File: src/cursor_linked_list_engine_core_defines.svh
// ----------------------------------------------------------------------------
// cursor linked list engine assertion macros
// shared property forms for the engine's internal checks
// ----------------------------------------------------------------------------
`ifndef CURSOR_LINKED_LIST_ENGINE_CORE_DEFINES_SVH
`define CURSOR_LINKED_LIST_ENGINE_CORE_DEFINES_SVH

`ifndef SYNTHESIS

// same-cycle implication
`define CLLE_ASSERT_IMP(name, clk, rst, ante, cons) \
   name: assert property (@(posedge clk) disable iff (rst) (ante) |-> (cons)) \
      else $error("clle assertion failed");

// next-cycle implication
`define CLLE_ASSERT_NXT(name, clk, rst, ante, cons) \
   name: assert property (@(posedge clk) disable iff (rst) (ante) |=> (cons)) \
      else $error("clle assertion failed");

`else

`define CLLE_ASSERT_IMP(name, clk, rst, ante, cons)
`define CLLE_ASSERT_NXT(name, clk, rst, ante, cons)

`endif

`endif

File: src/clle_pkg.sv
// ----------------------------------------------------------------------------
// clle_pkg
// sizes, codes, types and helpers of the cursor linked list engine
// ----------------------------------------------------------------------------
package clle_pkg;

   localparam int NODES       = 16;
   localparam int DATA_BITS   = 32;
   localparam int IDX_BITS    = (NODES > 1) ? $clog2(NODES) : 1;
   localparam int NODE_BITS   = 4;
   localparam int VALUE_BITS  = 32;
   localparam int OP_BITS     = 3;
   localparam int STATUS_BITS = 2;

   localparam logic [OP_BITS-1:0] OP_NEW_LIST = 3'd0;
   localparam logic [OP_BITS-1:0] OP_INSERT   = 3'd1;
   localparam logic [OP_BITS-1:0] OP_DELETE   = 3'd2;
   localparam logic [OP_BITS-1:0] OP_FIND     = 3'd3;
   localparam logic [OP_BITS-1:0] OP_IS_EMPTY = 3'd4;
   localparam logic [OP_BITS-1:0] OP_IS_LAST  = 3'd5;

   localparam logic [STATUS_BITS-1:0] STATUS_OK        = 2'd0;
   localparam logic [STATUS_BITS-1:0] STATUS_POOL_OUT  = 2'd1;
   localparam logic [STATUS_BITS-1:0] STATUS_BAD_INDEX = 2'd2;

   typedef struct packed {
      logic [OP_BITS-1:0]          operation;
      logic signed [VALUE_BITS-1:0] value;
      logic [NODE_BITS-1:0]        list_head;
      logic [NODE_BITS-1:0]        position;
   } req_type;

   typedef struct packed {
      logic [NODE_BITS-1:0]   node_index;
      logic                   flag;
      logic [STATUS_BITS-1:0] status;
   } res_type;

   // sign extend, then keep the low data bits
   function automatic logic [DATA_BITS-1:0] to_data(input logic signed [VALUE_BITS-1:0] x);
      return DATA_BITS'(x);
   endfunction

   function automatic logic is_bad_index(input logic [NODE_BITS-1:0] idx);
      return (idx == '0) || (32'(idx) >= 32'(NODES));
   endfunction

endpackage

File: src/cursor_linked_list_engine_core.sv
// ----------------------------------------------------------------------------
// cursor_linked_list_engine_core
// singly linked lists in a shared node pool with a free chain at node 0
// ----------------------------------------------------------------------------
// After reset the link memory is swept, one entry a cycle, to build the free
// chain; no item is taken during the sweep. Links live in a one-read-port
// memory and elements in a second one, both read through a register. Errors
// go straight to the result; is_empty and is_last read one link; new_list
// reads and clears its node's link; insert reads two links, then writes two
// and the element; find and delete walk the list one link at a time (at most
// NODES links), delete adding a write-back when it removes a node; the walk
// is bound by the single link read port. One item is worked on at a time; the
// next is taken while the previous result waits in the output register.
module cursor_linked_list_engine_core import clle_pkg::*; (
   input  logic                   clock,
   input  logic                   reset,
   input  logic                   req_valid,
   output logic                   req_stall,
   input  logic [OP_BITS-1:0]     req_operation,
   input  logic signed [VALUE_BITS-1:0] req_value,
   input  logic [NODE_BITS-1:0]   req_list_head,
   input  logic [NODE_BITS-1:0]   req_position,
   output logic                   rsp_valid,
   input  logic                   rsp_stall,
   output logic [NODE_BITS-1:0]   rsp_node_index,
   output logic                   rsp_flag,
   output logic [STATUS_BITS-1:0] rsp_status
);

   req_type              req;
   res_type              res;
   logic                 res_valid;
   logic                 res_taken;
   logic                 link_we;
   logic [IDX_BITS-1:0]  link_waddr, link_wdata, link_raddr, link_rdata;
   logic                 elem_we;
   logic [IDX_BITS-1:0]  elem_waddr, elem_raddr;
   logic [DATA_BITS-1:0] elem_wdata, elem_rdata;

   assign req = '{operation: req_operation, value: req_value,
                  list_head: req_list_head, position: req_position};

   clle_ram #(
      .WIDTH (IDX_BITS),
      .DEPTH (NODES)
   ) u_link_ram (
      .clock (clock),
      .we    (link_we),
      .waddr (link_waddr),
      .wdata (link_wdata),
      .raddr (link_raddr),
      .rdata (link_rdata)
   );

   clle_ram #(
      .WIDTH (DATA_BITS),
      .DEPTH (NODES)
   ) u_elem_ram (
      .clock (clock),
      .we    (elem_we),
      .waddr (elem_waddr),
      .wdata (elem_wdata),
      .raddr (elem_raddr),
      .rdata (elem_rdata)
   );

   clle_seq u_seq (
      .clock      (clock),
      .reset      (reset),
      .req_valid  (req_valid),
      .req        (req),
      .req_stall  (req_stall),
      .res_valid  (res_valid),
      .res        (res),
      .res_taken  (res_taken),
      .link_we    (link_we),
      .link_waddr (link_waddr),
      .link_wdata (link_wdata),
      .link_raddr (link_raddr),
      .link_rdata (link_rdata),
      .elem_we    (elem_we),
      .elem_waddr (elem_waddr),
      .elem_wdata (elem_wdata),
      .elem_raddr (elem_raddr),
      .elem_rdata (elem_rdata)
   );

   clle_out u_out (
      .clock          (clock),
      .reset          (reset),
      .res_valid      (res_valid),
      .res            (res),
      .res_taken      (res_taken),
      .rsp_valid      (rsp_valid),
      .rsp_stall      (rsp_stall),
      .rsp_node_index (rsp_node_index),
      .rsp_flag       (rsp_flag),
      .rsp_status     (rsp_status)
   );

endmodule

File: src/clle_ram.sv
// ----------------------------------------------------------------------------
// clle_ram
// generic single write port, single read port ram with registered read
// ----------------------------------------------------------------------------
module clle_ram #(
   parameter int WIDTH = 8,
   parameter int DEPTH = 16
) (
   input  logic                     clock,
   input  logic                     we,
   input  logic [$clog2(DEPTH)-1:0] waddr,
   input  logic [WIDTH-1:0]         wdata,
   input  logic [$clog2(DEPTH)-1:0] raddr,
   output logic [WIDTH-1:0]         rdata
);

   logic [WIDTH-1:0] mem_ff [DEPTH];
   logic [WIDTH-1:0] rdata_ff;

   always_ff @(posedge clock) begin
      if (we) begin
         mem_ff[waddr] <= wdata;
      end
      rdata_ff <= mem_ff[raddr];
   end

   assign rdata = rdata_ff;

endmodule

File: src/clle_seq.sv
// ----------------------------------------------------------------------------
// clle_seq
// operation sequencer: walks and rewrites the link and element memories
// ----------------------------------------------------------------------------
`include "cursor_linked_list_engine_core_defines.svh"

module clle_seq import clle_pkg::*; (
   input  logic                 clock,
   input  logic                 reset,
   input  logic                 req_valid,
   input  req_type              req,
   output logic                 req_stall,
   output logic                 res_valid,
   output res_type              res,
   input  logic                 res_taken,
   output logic                 link_we,
   output logic [IDX_BITS-1:0]  link_waddr,
   output logic [IDX_BITS-1:0]  link_wdata,
   output logic [IDX_BITS-1:0]  link_raddr,
   input  logic [IDX_BITS-1:0]  link_rdata,
   output logic                 elem_we,
   output logic [IDX_BITS-1:0]  elem_waddr,
   output logic [DATA_BITS-1:0] elem_wdata,
   output logic [IDX_BITS-1:0]  elem_raddr,
   input  logic [DATA_BITS-1:0] elem_rdata
);

   localparam logic [3:0] ST_INIT       = 4'd0;
   localparam logic [3:0] ST_IDLE       = 4'd1;
   localparam logic [3:0] ST_NEW_RD     = 4'd2;
   localparam logic [3:0] ST_NEW_WR     = 4'd3;
   localparam logic [3:0] ST_INS_RD_POS = 4'd4;
   localparam logic [3:0] ST_INS_RD_FRE = 4'd5;
   localparam logic [3:0] ST_INS_WR_POS = 4'd6;
   localparam logic [3:0] ST_INS_WR_NOD = 4'd7;
   localparam logic [3:0] ST_DEL_RD     = 4'd8;
   localparam logic [3:0] ST_DEL_CHK    = 4'd9;
   localparam logic [3:0] ST_DEL_CMP    = 4'd10;
   localparam logic [3:0] ST_DEL_WR     = 4'd11;
   localparam logic [3:0] ST_FND_RD     = 4'd12;
   localparam logic [3:0] ST_FND_CHK    = 4'd13;
   localparam logic [3:0] ST_FND_CMP    = 4'd14;
   localparam logic [3:0] ST_RESP       = 4'd15;

   localparam logic [IDX_BITS-1:0] LAST_IDX = IDX_BITS'(NODES - 1);

   logic [3:0]           state_ff, state_in;
   logic [IDX_BITS-1:0]  free_ff, free_in;
   logic [IDX_BITS-1:0]  init_ff, init_in;
   logic [IDX_BITS-1:0]  addr_ff, addr_in;
   logic [IDX_BITS-1:0]  node_ff, node_in;
   logic [IDX_BITS-1:0]  p_ff, p_in;
   logic [IDX_BITS-1:0]  t_ff, t_in;
   logic [IDX_BITS-1:0]  k_ff, k_in;
   logic [IDX_BITS-1:0]  after_ff, after_in;
   logic [DATA_BITS-1:0] value_ff, value_in;
   logic                 test_ff, test_in;
   res_type              res_ff, res_in;
   logic [IDX_BITS-1:0]  head_idx, pos_idx;
   logic                 elem_match;

   function automatic res_type make_res(input logic [IDX_BITS-1:0] n, input logic f,
                                        input logic [STATUS_BITS-1:0] s);
      return '{node_index: NODE_BITS'(n), flag: f, status: s};
   endfunction

   assign head_idx   = IDX_BITS'(req.list_head);
   assign pos_idx    = IDX_BITS'(req.position);
   assign elem_match = (elem_rdata == value_ff);

   always_comb begin
      state_in   = state_ff;
      free_in    = free_ff;
      init_in    = init_ff;
      addr_in    = addr_ff;
      node_in    = node_ff;
      p_in       = p_ff;
      t_in       = t_ff;
      k_in       = k_ff;
      after_in   = after_ff;
      value_in   = value_ff;
      test_in    = test_ff;
      res_in     = res_ff;
      link_we    = 1'b0;
      link_waddr = addr_ff;
      link_wdata = '0;
      link_raddr = addr_ff;
      elem_we    = 1'b0;

      case (state_ff)
         ST_INIT: begin
            link_we    = 1'b1;
            link_waddr = init_ff;
            link_wdata = (init_ff == LAST_IDX) ? '0 : IDX_BITS'(init_ff + 1'b1);
            init_in    = IDX_BITS'(init_ff + 1'b1);
            if (init_ff == LAST_IDX) begin
               state_in = ST_IDLE;
            end
         end
         ST_IDLE: begin
            if (req_valid) begin
               value_in = to_data(req.value);
               node_in  = free_ff;
               p_in     = head_idx;
               case (req.operation)
                  OP_NEW_LIST: begin
                     if (free_ff == '0) begin
                        res_in   = make_res('0, 1'b0, STATUS_POOL_OUT);
                        state_in = ST_RESP;
                     end else begin
                        state_in = ST_NEW_RD;
                     end
                  end
                  OP_INSERT: begin
                     addr_in = pos_idx;
                     if (is_bad_index(req.position)) begin
                        res_in   = make_res('0, 1'b0, STATUS_BAD_INDEX);
                        state_in = ST_RESP;
                     end else if (free_ff == '0) begin
                        res_in   = make_res('0, 1'b0, STATUS_POOL_OUT);
                        state_in = ST_RESP;
                     end else begin
                        state_in = ST_INS_RD_POS;
                     end
                  end
                  OP_DELETE, OP_FIND, OP_IS_EMPTY: begin
                     addr_in = head_idx;
                     if (is_bad_index(req.list_head)) begin
                        res_in   = make_res('0, 1'b0, STATUS_BAD_INDEX);
                        state_in = ST_RESP;
                     end else if (req.operation == OP_DELETE) begin
                        state_in = ST_DEL_RD;
                     end else begin
                        test_in  = (req.operation == OP_IS_EMPTY);
                        state_in = ST_FND_RD;
                     end
                  end
                  OP_IS_LAST: begin
                     addr_in = pos_idx;
                     if (is_bad_index(req.position)) begin
                        res_in   = make_res('0, 1'b0, STATUS_BAD_INDEX);
                        state_in = ST_RESP;
                     end else begin
                        test_in  = 1'b1;
                        state_in = ST_FND_RD;
                     end
                  end
                  default: begin
                     res_in   = make_res('0, 1'b0, STATUS_OK);
                     state_in = ST_RESP;
                  end
               endcase
            end
         end
         ST_NEW_RD: begin
            link_raddr = node_ff;
            state_in   = ST_NEW_WR;
         end
         ST_NEW_WR: begin
            free_in    = link_rdata;
            link_we    = 1'b1;
            link_waddr = node_ff;
            link_wdata = '0;
            res_in     = make_res(node_ff, 1'b0, STATUS_OK);
            state_in   = ST_RESP;
         end
         ST_INS_RD_POS: begin
            link_raddr = addr_ff;
            state_in   = ST_INS_RD_FRE;
         end
         ST_INS_RD_FRE: begin
            after_in   = link_rdata;
            link_raddr = node_ff;
            state_in   = ST_INS_WR_POS;
         end
         ST_INS_WR_POS: begin
            free_in    = link_rdata;
            link_we    = 1'b1;
            link_waddr = addr_ff;
            link_wdata = node_ff;
            elem_we    = 1'b1;
            state_in   = ST_INS_WR_NOD;
         end
         ST_INS_WR_NOD: begin
            link_we    = 1'b1;
            link_waddr = node_ff;
            link_wdata = after_ff;
            res_in     = make_res(node_ff, 1'b0, STATUS_OK);
            state_in   = ST_RESP;
         end
         ST_DEL_RD: begin
            link_raddr = addr_ff;
            state_in   = ST_DEL_CHK;
         end
         ST_DEL_CHK: begin
            // reads of the first candidate go out at its index
            link_raddr = link_rdata;
            t_in       = link_rdata;
            k_in       = '0;
            if (link_rdata == '0) begin
               res_in   = make_res('0, 1'b0, STATUS_OK);
               state_in = ST_RESP;
            end else begin
               state_in = ST_DEL_CMP;
            end
         end
         ST_DEL_CMP: begin
            link_raddr = link_rdata;
            if (elem_match) begin
               // unlink: predecessor takes the successor of the match
               link_we    = 1'b1;
               link_waddr = p_ff;
               link_wdata = link_rdata;
               state_in   = ST_DEL_WR;
            end else if (k_ff == LAST_IDX || link_rdata == '0) begin
               res_in   = make_res('0, 1'b0, STATUS_OK);
               state_in = ST_RESP;
            end else begin
               p_in = t_ff;
               t_in = link_rdata;
               k_in = IDX_BITS'(k_ff + 1'b1);
            end
         end
         ST_DEL_WR: begin
            link_we    = 1'b1;
            link_waddr = t_ff;
            link_wdata = free_ff;
            free_in    = t_ff;
            res_in     = make_res(t_ff, 1'b1, STATUS_OK);
            state_in   = ST_RESP;
         end
         ST_FND_RD: begin
            link_raddr = addr_ff;
            state_in   = ST_FND_CHK;
         end
         ST_FND_CHK: begin
            link_raddr = link_rdata;
            p_in       = link_rdata;
            k_in       = '0;
            if (test_ff) begin
               // is_empty and is_last only look at one link
               res_in   = make_res('0, (link_rdata == '0), STATUS_OK);
               state_in = ST_RESP;
            end else if (link_rdata == '0) begin
               res_in   = make_res('0, 1'b0, STATUS_OK);
               state_in = ST_RESP;
            end else begin
               state_in = ST_FND_CMP;
            end
         end
         ST_FND_CMP: begin
            link_raddr = link_rdata;
            if (elem_match) begin
               res_in   = make_res(p_ff, 1'b0, STATUS_OK);
               state_in = ST_RESP;
            end else if (k_ff == LAST_IDX || link_rdata == '0) begin
               res_in   = make_res('0, 1'b0, STATUS_OK);
               state_in = ST_RESP;
            end else begin
               p_in = link_rdata;
               k_in = IDX_BITS'(k_ff + 1'b1);
            end
         end
         ST_RESP: begin
            if (res_taken) begin
               state_in = ST_IDLE;
            end
         end
         default: begin
            state_in = ST_IDLE;
         end
      endcase
   end

   always_ff @(posedge clock) begin
      if (reset) begin
         state_ff <= ST_INIT;
         init_ff  <= '0;
         free_ff  <= IDX_BITS'(1);
      end else begin
         state_ff <= state_in;
         init_ff  <= init_in;
         free_ff  <= free_in;
      end
   end

   always_ff @(posedge clock) begin
      addr_ff  <= addr_in;
      node_ff  <= node_in;
      p_ff     <= p_in;
      t_ff     <= t_in;
      k_ff     <= k_in;
      after_ff <= after_in;
      value_ff <= value_in;
      test_ff  <= test_in;
      res_ff   <= res_in;
   end

   assign req_stall  = (state_ff != ST_IDLE);
   assign res_valid  = (state_ff == ST_RESP);
   assign res        = res_ff;
   assign elem_waddr = node_ff;
   assign elem_wdata = value_ff;
   assign elem_raddr = link_raddr;

   // node 0 only lives in the free head register once the sweep is over
   `CLLE_ASSERT_IMP(a_no_link_write_node0, clock, reset, link_we && state_ff != ST_INIT, link_waddr != '0)
   `CLLE_ASSERT_NXT(a_free_head_held, clock, reset, state_ff != ST_NEW_WR && state_ff != ST_INS_WR_POS && state_ff != ST_DEL_WR, $stable(free_ff))
   `CLLE_ASSERT_IMP(a_error_result_zero, clock, reset, state_ff == ST_RESP && res_ff.status != STATUS_OK, res_ff.node_index == '0 && !res_ff.flag)
   `CLLE_ASSERT_IMP(a_walk_nonzero, clock, reset, state_ff == ST_FND_CMP || state_ff == ST_DEL_CMP, (state_ff == ST_FND_CMP && p_ff != '0) || (t_ff != '0 && p_ff != '0))

endmodule

File: src/clle_out.sv
// ----------------------------------------------------------------------------
// clle_out
// result register between the sequencer and the result channel
// ----------------------------------------------------------------------------
module clle_out import clle_pkg::*; (
   input  logic                   clock,
   input  logic                   reset,
   input  logic                   res_valid,
   input  res_type                res,
   output logic                   res_taken,
   output logic                   rsp_valid,
   input  logic                   rsp_stall,
   output logic [NODE_BITS-1:0]   rsp_node_index,
   output logic                   rsp_flag,
   output logic [STATUS_BITS-1:0] rsp_status
);

   logic    valid_ff, valid_in;
   res_type data_ff;

   // slot opens when empty or when the waiting item leaves this cycle
   assign res_taken = res_valid && (!valid_ff || !rsp_stall);

   always_comb begin
      valid_in = valid_ff;
      if (res_taken) begin
         valid_in = 1'b1;
      end else if (!rsp_stall) begin
         valid_in = 1'b0;
      end
   end

   always_ff @(posedge clock) begin
      if (reset) begin
         valid_ff <= 1'b0;
      end else begin
         valid_ff <= valid_in;
      end
   end

   always_ff @(posedge clock) begin
      if (res_taken) begin
         data_ff <= res;
      end
   end

   assign rsp_valid      = valid_ff;
   assign rsp_node_index = data_ff.node_index;
   assign rsp_flag       = data_ff.flag;
   assign rsp_status     = data_ff.status;

endmodule

File: config.mk
export PLATFORM = sky130hd
export DESIGN_NAME = cursor_linked_list_engine_core
export DESIGN_NICKNAME = d
export VERILOG_FILES = /design/src/clle_pkg.sv /design/src/cursor_linked_list_engine_core.sv /design/src/clle_ram.sv /design/src/clle_seq.sv /design/src/clle_out.sv
export VERILOG_INCLUDE_DIRS = /design/src /design/src/src
export SDC_FILE = /design/constraint.sdc
export NUM_CORES = 1
export LEC_CHECK = 0
export BUFFER_PORTS_ARGS = -buffer_cell sky130_fd_sc_hd__buf_4
export CORE_ASPECT_RATIO = 0.6
export CORE_MARGIN = 10
export CORE_UTILIZATION = 30
export CTS_BUF_LIST = sky130_fd_sc_hd__clkbuf_4
export DETAILED_ROUTE_END_ITERATION = 8
export PLACE_DENSITY = 0.47
export SYNTH_ARGS = -nofsm -noshare
export SYNTH_HDL_FRONTEND = slang
export SYNTH_HIERARCHICAL = 1
export SYNTH_SLANG_ARGS = --single-unit
File: constraint.sdc
create_clock -name clock -period 6.4 [get_ports clock]
set_clock_uncertainty 0.1 [all_clocks]
set_input_delay 0.96 -clock clock [delete_from_list [all_inputs] [get_ports clock]]
set_output_delay 0.96 -clock clock [all_outputs]
set_load 0.03 [all_outputs]
==> impl_metrics.json, run 1 <==
{
  "status": "completed",
  "max_slew_margin_pct": 15.0,
  "drv_slew": 0,
  "clockBufferDepth": 3,
  "rows": 85,
  "startpoint_type": "register",
  "setup_viol": 0,
  "synth_nets": 1440,
  "clkTransAtPathRegs_ps": 70,
  "place_congestion": 0.838,
  "setup_tns_ps": 0,
  "num_vias": 14604,
  "pin_count": 56,
  "cp_max_fo": 21,
  "fin_total_pwr_uw": 8860,
  "vias_per_cell": 4.92,
  "final.setup.worst_slack_ps": 1960,
  "required_ps": 6930,
  "nets": 1658,
  "hold_violations": 0,
  "yosysUniqueCellTypes": 65,
  "async_flop_share_pct": 0,
  "crit_arrival_ps": 4970,
  "htreeDepth": 4,
  "route.detailed.drc": 0,
  "clk_latency_ps": 1040,
  "endpoint_kind": "register",
  "coreArea_sq_um": 89500,
  "ys.flop_type": "edfxtp_1",
  "cp-startpoint": "u_seq/elem_wdata[3]$_DFFE_PP_",
  "synth_area_sq_um": 27100,
  "area.growth.synth_to_final_pct": 17.0,
  "wl_mm": 71.3,
  "place_ws_ps": 2160,
  "grt_pass1_vias": 14820,
  "ys_ff_latch": 696,
  "timing.final.crit_share_pct": 69.3,
  "crit_type": "register to register",
  "syn_area_per_cell_sq_um": 19.5,
  "grt_pass1_wl_mm": 103,
  "port_buffers": 55,
  "drt_iter0_markers": 1308,
  "grt_start_max_net_pins": 44,
  "cts_made_buffers": 165,
  "grt_setup_unrepaired": "no",
  "worst_pin_slew_ps": 1270,
  "die-width_microns": 408,
  "p_per_area_nw_per_um2": 280,
  "dr.pass1.iters": 7,
  "yosysSeqAreaShare_pct": 75.4,
  "syn-instance-count": 1389,
  "p_leak_uw": 0.0102,
  "dieArea_sq_um": 103000,
  "yosys.area.top_type": "edfxtp_1",
  "synthTopCellsByArea": "edfxtp_1, mux4_2, dfxtp_1, a22oi_1, mux4_1",
  "fmax_ghz": 0.225,
  "netlist.area_leader.share_pct": 71.8,
  "regToRegStartpoint": "u_seq/elem_wdata[3]$_DFFE_PP_",
  "wl_per_cell_microns": 24.0,
  "ir_drop_v": 0.000131,
  "drive_gt1_share_pct": 30.1,
  "die_height_microns": 253,
  "holdCritPathClass": "primary input to register",
  "grt_usage_pct": 13.7,
  "ys_warn_count": 6,
  "post-route-min-period_ps": 4440,
  "max-cap-violations": 0,
  "synth_edf_count": 647,
  "drt.antenna.violating_nets": 0,
  "hp-start": "req_value[1]",
  "cts_tree": "yes",
  "cts_root_buf": "clkbuf_4",
  "grt_overflow": 0,
  "antenna_found_initial": 4,
  "hpwl_mm": 39.6,
  "clock-sinks": 696,
  "start_util_pct": 30.2
}
-- registers in the layout (all words and copies together) (netlist names), 7 cells and up --
name	cells
u_seq/res	7
u_elem_ram/mem_ff	512
u_link_ram/mem_ff	64
u_elem_ram/rdata	32
u_seq/elem_wdata	32
-- final timing paths --
| check | end | slack, ps | cells past startpoint |
|---|---|---|---|
| max | u_link_ram/mem_ff[0][1]$_DFFE_PP_ | 1960 | 8 |
| min | u_seq/elem_wdata[1]$_DFFE_PP_ | 130 | 1 |
| max reg2reg | u_link_ram/mem_ff[0][1]$_DFFE_PP_ | 1960 | 8 |
| min reg2reg | u_out/rsp_node_index[1]$_DFFE_PP_ | 360 | 0 |
-- cell usage in the layout (no fill, tap or decap), types with 5 or more instances in the layout --
cell	n
a21oi_1	21
a222oi_1	7
a22oi_1	76
buf_4	87
clkbuf_4	244
clkinv_1	39
clkinv_2	7
clkinv_4	5
dfxtp_1	49
diode_2	5
dlygate4sd3_1	32
edfxtp_1	647
inv_1	13
mux2_2	5
mux2i_1	8
mux4_1	14
mux4_2	130
nand2_1	78
nand2b_1	8
nand3_1	15
nand3b_1	10
nor2_1	46
nor2_4	13
nor2b_1	13
nor3_1	13
nor4_1	13
o211ai_1	10
o21ai_0	10
xor2_1	36
-- synth_stat cells, drive strengths merged (2+ instances only) --
cell,count
or4,2
dfxtp,49
a222oi,7
or3b,3
a21boi,3
mux2,5
edfxtp,647
a221o,2
clkbuf,28
xnor2,3
o211ai,10
a211oi,4
a21oi,21
o22ai,2
and3b,2
a31o,4
mux4,144
ha,4
nor3,17
a22o,3
a22oi,76
buf,44
nand3b,10
nor4,14
o21ai,10
inv,14
mux2i,8
nand4,4
or4b,4
a32oi,2
and2,5
o31ai,4
o41ai,2
xor2,36
nor2b,15
nand2,80
nand2b,8
nor2,59
a31oi,2
nand3,15
-- repair_timing --
item,4_1_cts,5_1_grt
hold endpoints to repair,32,0
hold buffers,32,0
buffers inserted,0,0
resized for setup,0,0
-- per-layer routing --
| layer | track usage (%) | share of wire, % | up-vias |
|---|---|---|---|
| met5 | 0 | 0 | - |
| met3 | 4.19 | 7.5 | 106 |
| met1 | 19.8 | 48 | 7706 |
| met4 | 4.68 | 1.7 | 0 |
| li1 | - | - | 6271 |
| met2 | 19.3 | 43 | 521 |
-- final cells by class --
| class | count | area [sq um] |
|---|---|---|
| repair buffers | 123 | 1050 |
| clock buffers | 244 | 1830 |
| flip-flops and latches | 696 | 20400 |
| inverters | 15 | 56.3 |
| multi-input cells | 606 | 6390 |
| well taps | 1218 | 1520 |
| diodes | 5 | 12.5 |
| clock inverters | 60 | 378 |
| fillers | 8497 | 57900 |
-- power breakdown --
| group | switching [uW] | internal, uW | total, uW |
|---|---|---|---|
| logic | 81.1 | 64.9 | 146 |
| registers | 12.4 | 4940 | 4950 |
| clock network | 1840 | 1930 | 3760 |
-- critical path, cell delays in order, from the launching register on --
cell	delay, ps
edfxtp_1	600
xor2_1	310
nor4_1	980
nand4_1	310
buf_4	310
o31ai_1	220
o2bb2ai_1	230
or3b_2	550
nor3_1	430
-- per-stage QoR --
step,instance area (sq um),hold WS (ps),instances,utilization [%]
floorplan,27100,326,1389,-
global placement,29100,346,2626,32.5
detailed placement,29100,343,2626,32.5
CTS,31600,3.03,2962,35.3
global route,31700,68.1,2966,35.3
finish,31700,132,2967,35.3
-- cell families (layout without fill, tap and decap cells) --
| kind of cell | after synthesis | after routing | synth area share (%) |
|---|---|---|---|
| AO/OA/AOI/OAI | 164 | 164 | 4.46 |
| XOR/XNOR | 39 | 39 | 1.26 |
| adder cells (fa/ha/maj) | 5 | 5 | 0.222 |
| buffers and inverters | 87 | 442 | 1.59 |
| flip-flops | 696 | 696 | 75.4 |
| multiplexers | 157 | 157 | 12.7 |
| other | 0 | 5 | 0 |
| AND/OR/NAND/NOR | 241 | 241 | 4.36 |
Power figures use the tool's default switching activity.
==> run 2, diff against run 1 <==
--- a/config.mk
+++ b/config.mk
@@ -12,7 +12,7 @@
 export CORE_UTILIZATION = 30
 export CTS_BUF_LIST = sky130_fd_sc_hd__clkbuf_4
 export DETAILED_ROUTE_END_ITERATION = 8
-export PLACE_DENSITY = 0.47
+export PLACE_DENSITY = 0.49
 export SYNTH_ARGS = -nofsm -noshare
 export SYNTH_HDL_FRONTEND = slang
 export SYNTH_HIERARCHICAL = 1
==> constraint.sdc (replaced) <==
create_clock -name clock -period 4 [get_ports clock]
set_clock_uncertainty 0.1 [all_clocks]
set_input_delay 0.6 -clock clock [delete_from_list [all_inputs] [get_ports clock]]
set_output_delay 0.6 -clock clock [all_outputs]
set_load 0.03 [all_outputs]
==> run 2 against run 1 <==
Net effect: wire length fell by 2.2%; first-iteration DRC count up 16%; sequential power grew 60%; sequential share of layout area fell by 1.9 points; non-clock buffer count up 78; combinational power increased by 100%; count of clock-buffer cells in the layout grew 9; largest power group unchanged.
==> impl_metrics.json, run 2 (synthesis results as in run 1) <==
{
  "status": "completed",
  "cts_made_buffers": 163,
  "crit_type": "register to register",
  "required_ps": 4570,
  "ir_drop_v": 0.000246,
  "route.detailed.drc": 0,
  "drt_iter0_markers": 1520,
  "hold_violations": 0,
  "wl_per_cell_microns": 22.9,
  "setup_tns_ps": 0,
  "drv_slew": 0,
  "dieArea_sq_um": 103000,
  "holdCritPathClass": "primary input to register",
  "cp_top_family": "simple AND/OR/NAND/NOR gates",
  "final_common_cell": "edfxtp_1",
  "max_slew_margin_pct": 27.9,
  "grt_start_max_net_pins": 51,
  "die-width_microns": 408,
  "final_cells": 3041,
  "met3WireLength_mm": 5.21,
  "drive_gt1_share_pct": 32.6,
  "drt.antenna.violating_nets": 0,
  "p_leak_uw": 0.0107,
  "timing.final.crit_share_pct": 91.3,
  "cts_root_buf": "clkbuf_4",
  "start_util_pct": 30.2,
  "grt_setup_unrepaired": "no",
  "clockBufferDepth": 3,
  "dr.pass1.iters": 6,
  "antenna_found_initial": 3,
  "coreArea_sq_um": 89500,
  "post_cts_buffers": 0,
  "grt_pass1_wl_mm": 103,
  "crit_top_cell": "buf_4",
  "vias_per_cell": 4.81,
  "slowest_delay_ps": 610,
  "grt_pass1_vias": 15283,
  "num_vias": 14636,
  "wl_mm": 69.8,
  "top_regs": "u_elem_ram/mem_ff (512), u_link_ram/mem_ff (64)",
  "clkTransAtPathRegs_ps": 60,
  "crit_slowest_cell": "edfxtp_1",
  "nFillCells": 8395,
  "place_congestion": 0.901,
  "clock-sinks": 696,
  "regMostFlops": "u_elem_ram/mem_ff",
  "clk_latency_ps": 1030,
  "stdcell_area_sq_um": 32600,
  "wl_met1_mm": 33.1,
  "grt_overflow": 0,
  "nets": 1734,
  "wl_met2_mm": 30.4,
  "rows": 85,
  "grt_usage_pct": 13.5,
  "area.growth.synth_to_final_pct": 20.6,
  "pin_count": 56,
  "path_buf_inv": 2,
  "place_area_sq_um": 29800,
  "worst_pin_slew_ps": 1080,
  "path_cells": "xor2_1 > nor4_1 > buf_4 > nand4_1 > buf_4 > o31ai_1 > o2bb2ai_1 > or3b_2 > nor2_1",
  "post-route-min-period_ps": 3650,
  "top_layer_used": "met4",
  "port_buffers": 55,
  "max-cap-violations": 0,
  "htreeDepth": 4,
  "setup_viol": 0,
  "final_cell_mix": "edfxtp_1, clkbuf_4, mux4_2",
  "cts_tree": "yes",
  "cp_max_fo": 21,
  "largest_reg_flops": 512,
  "seq_area_sq_um": 20400,
  "crit_arrival_ps": 4220,
  "hpwl_mm": 39.1,
  "endpoint_kind": "register",
  "startpoint_type": "register",
  "die_height_microns": 253,
  "fmax_ghz": 0.274,
  "p_per_area_nw_per_um2": 439,
  "dp_cells": 2682,
  "multiInputGateArea_sq_um": 6380
}
run 2: cell count changes in the layout (fill, tap and decap cells not counted), sizes merged:
cell,previous run,this run
buf,91,147
bufinv,4,5
clkbuf,244,253
clkinv,51,35
clkinvlp,1,4
diode,5,3
dlygate4sd3,32,54
inv,19,20
run 2: power breakdown:
part	internal, uW	switching (uW)	leakage (uW)
Clock	3230	2880	0.00134
Sequential	7900	20.2	0.00623
Combinational	151	143	0.00314
run 2: worst reg2reg max path, cell delays in order (launching register included):
cell	delay, ps
edfxtp_1	610
xor2_1	310
nor4_1	440
buf_4	190
nand4_1	90
buf_4	240
o31ai_1	290
o2bb2ai_1	200
or3b_2	540
nor2_1	300
run 2: layout make-up:
cell class | count | share of cell area [%]
Antenna cell | 3 | 0.0230
Clock buffer | 253 | 5.82
Clock inverter | 49 | 1.12
Inverter | 15 | 0.173
Multi-Input combinational cell | 606 | 19.6
Sequential cell | 696 | 62.6
Tap cell | 1218 | 4.67
Timing Repair Buffer | 201 | 6.07
run 2: per-layer routing:
metal,vias to the layer above,global-route usage (%)
met2,509,19.6
li1,6427,-
met5,-,0
met3,94,3.99
met1,7606,19.2
met4,0,4.60
run 2: repair_timing:
item,CTS,global route
hold buffers,54,0
setup endpoints to repair,0,12
hold endpoints to repair,75,0
resized for setup,0,1
run 2: final timing paths:
check,slack [ps],cells past startpoint,to,from
worst max-delay path,350,9,u_link_ram/mem_ff[3][3]$_DFFE_PP_,u_seq/elem_wdata[6]$_DFFE_PP_
worst min-delay path,190,2,u_seq/elem_wdata[6]$_DFFE_PP_,req_value[6]
worst max register to register,350,9,u_link_ram/mem_ff[3][3]$_DFFE_PP_,u_seq/elem_wdata[6]$_DFFE_PP_
worst min register to register,360,0,u_out/rsp_flag$_DFFE_PP_,u_seq/res[2]$_DFFE_PP_
run 2: through the flow:
step	power (uW)	setup WS [ps]	hold WS [ps]	util, %
floorplan	8180	80.6	326	-
global route	15000	8.47	95.3	36.4
finish	14300	348	188	36.4
global placement	8330	303	351	33.3
CTS	14600	203	51.3	36.4
detailed placement	8330	266	348	33.3
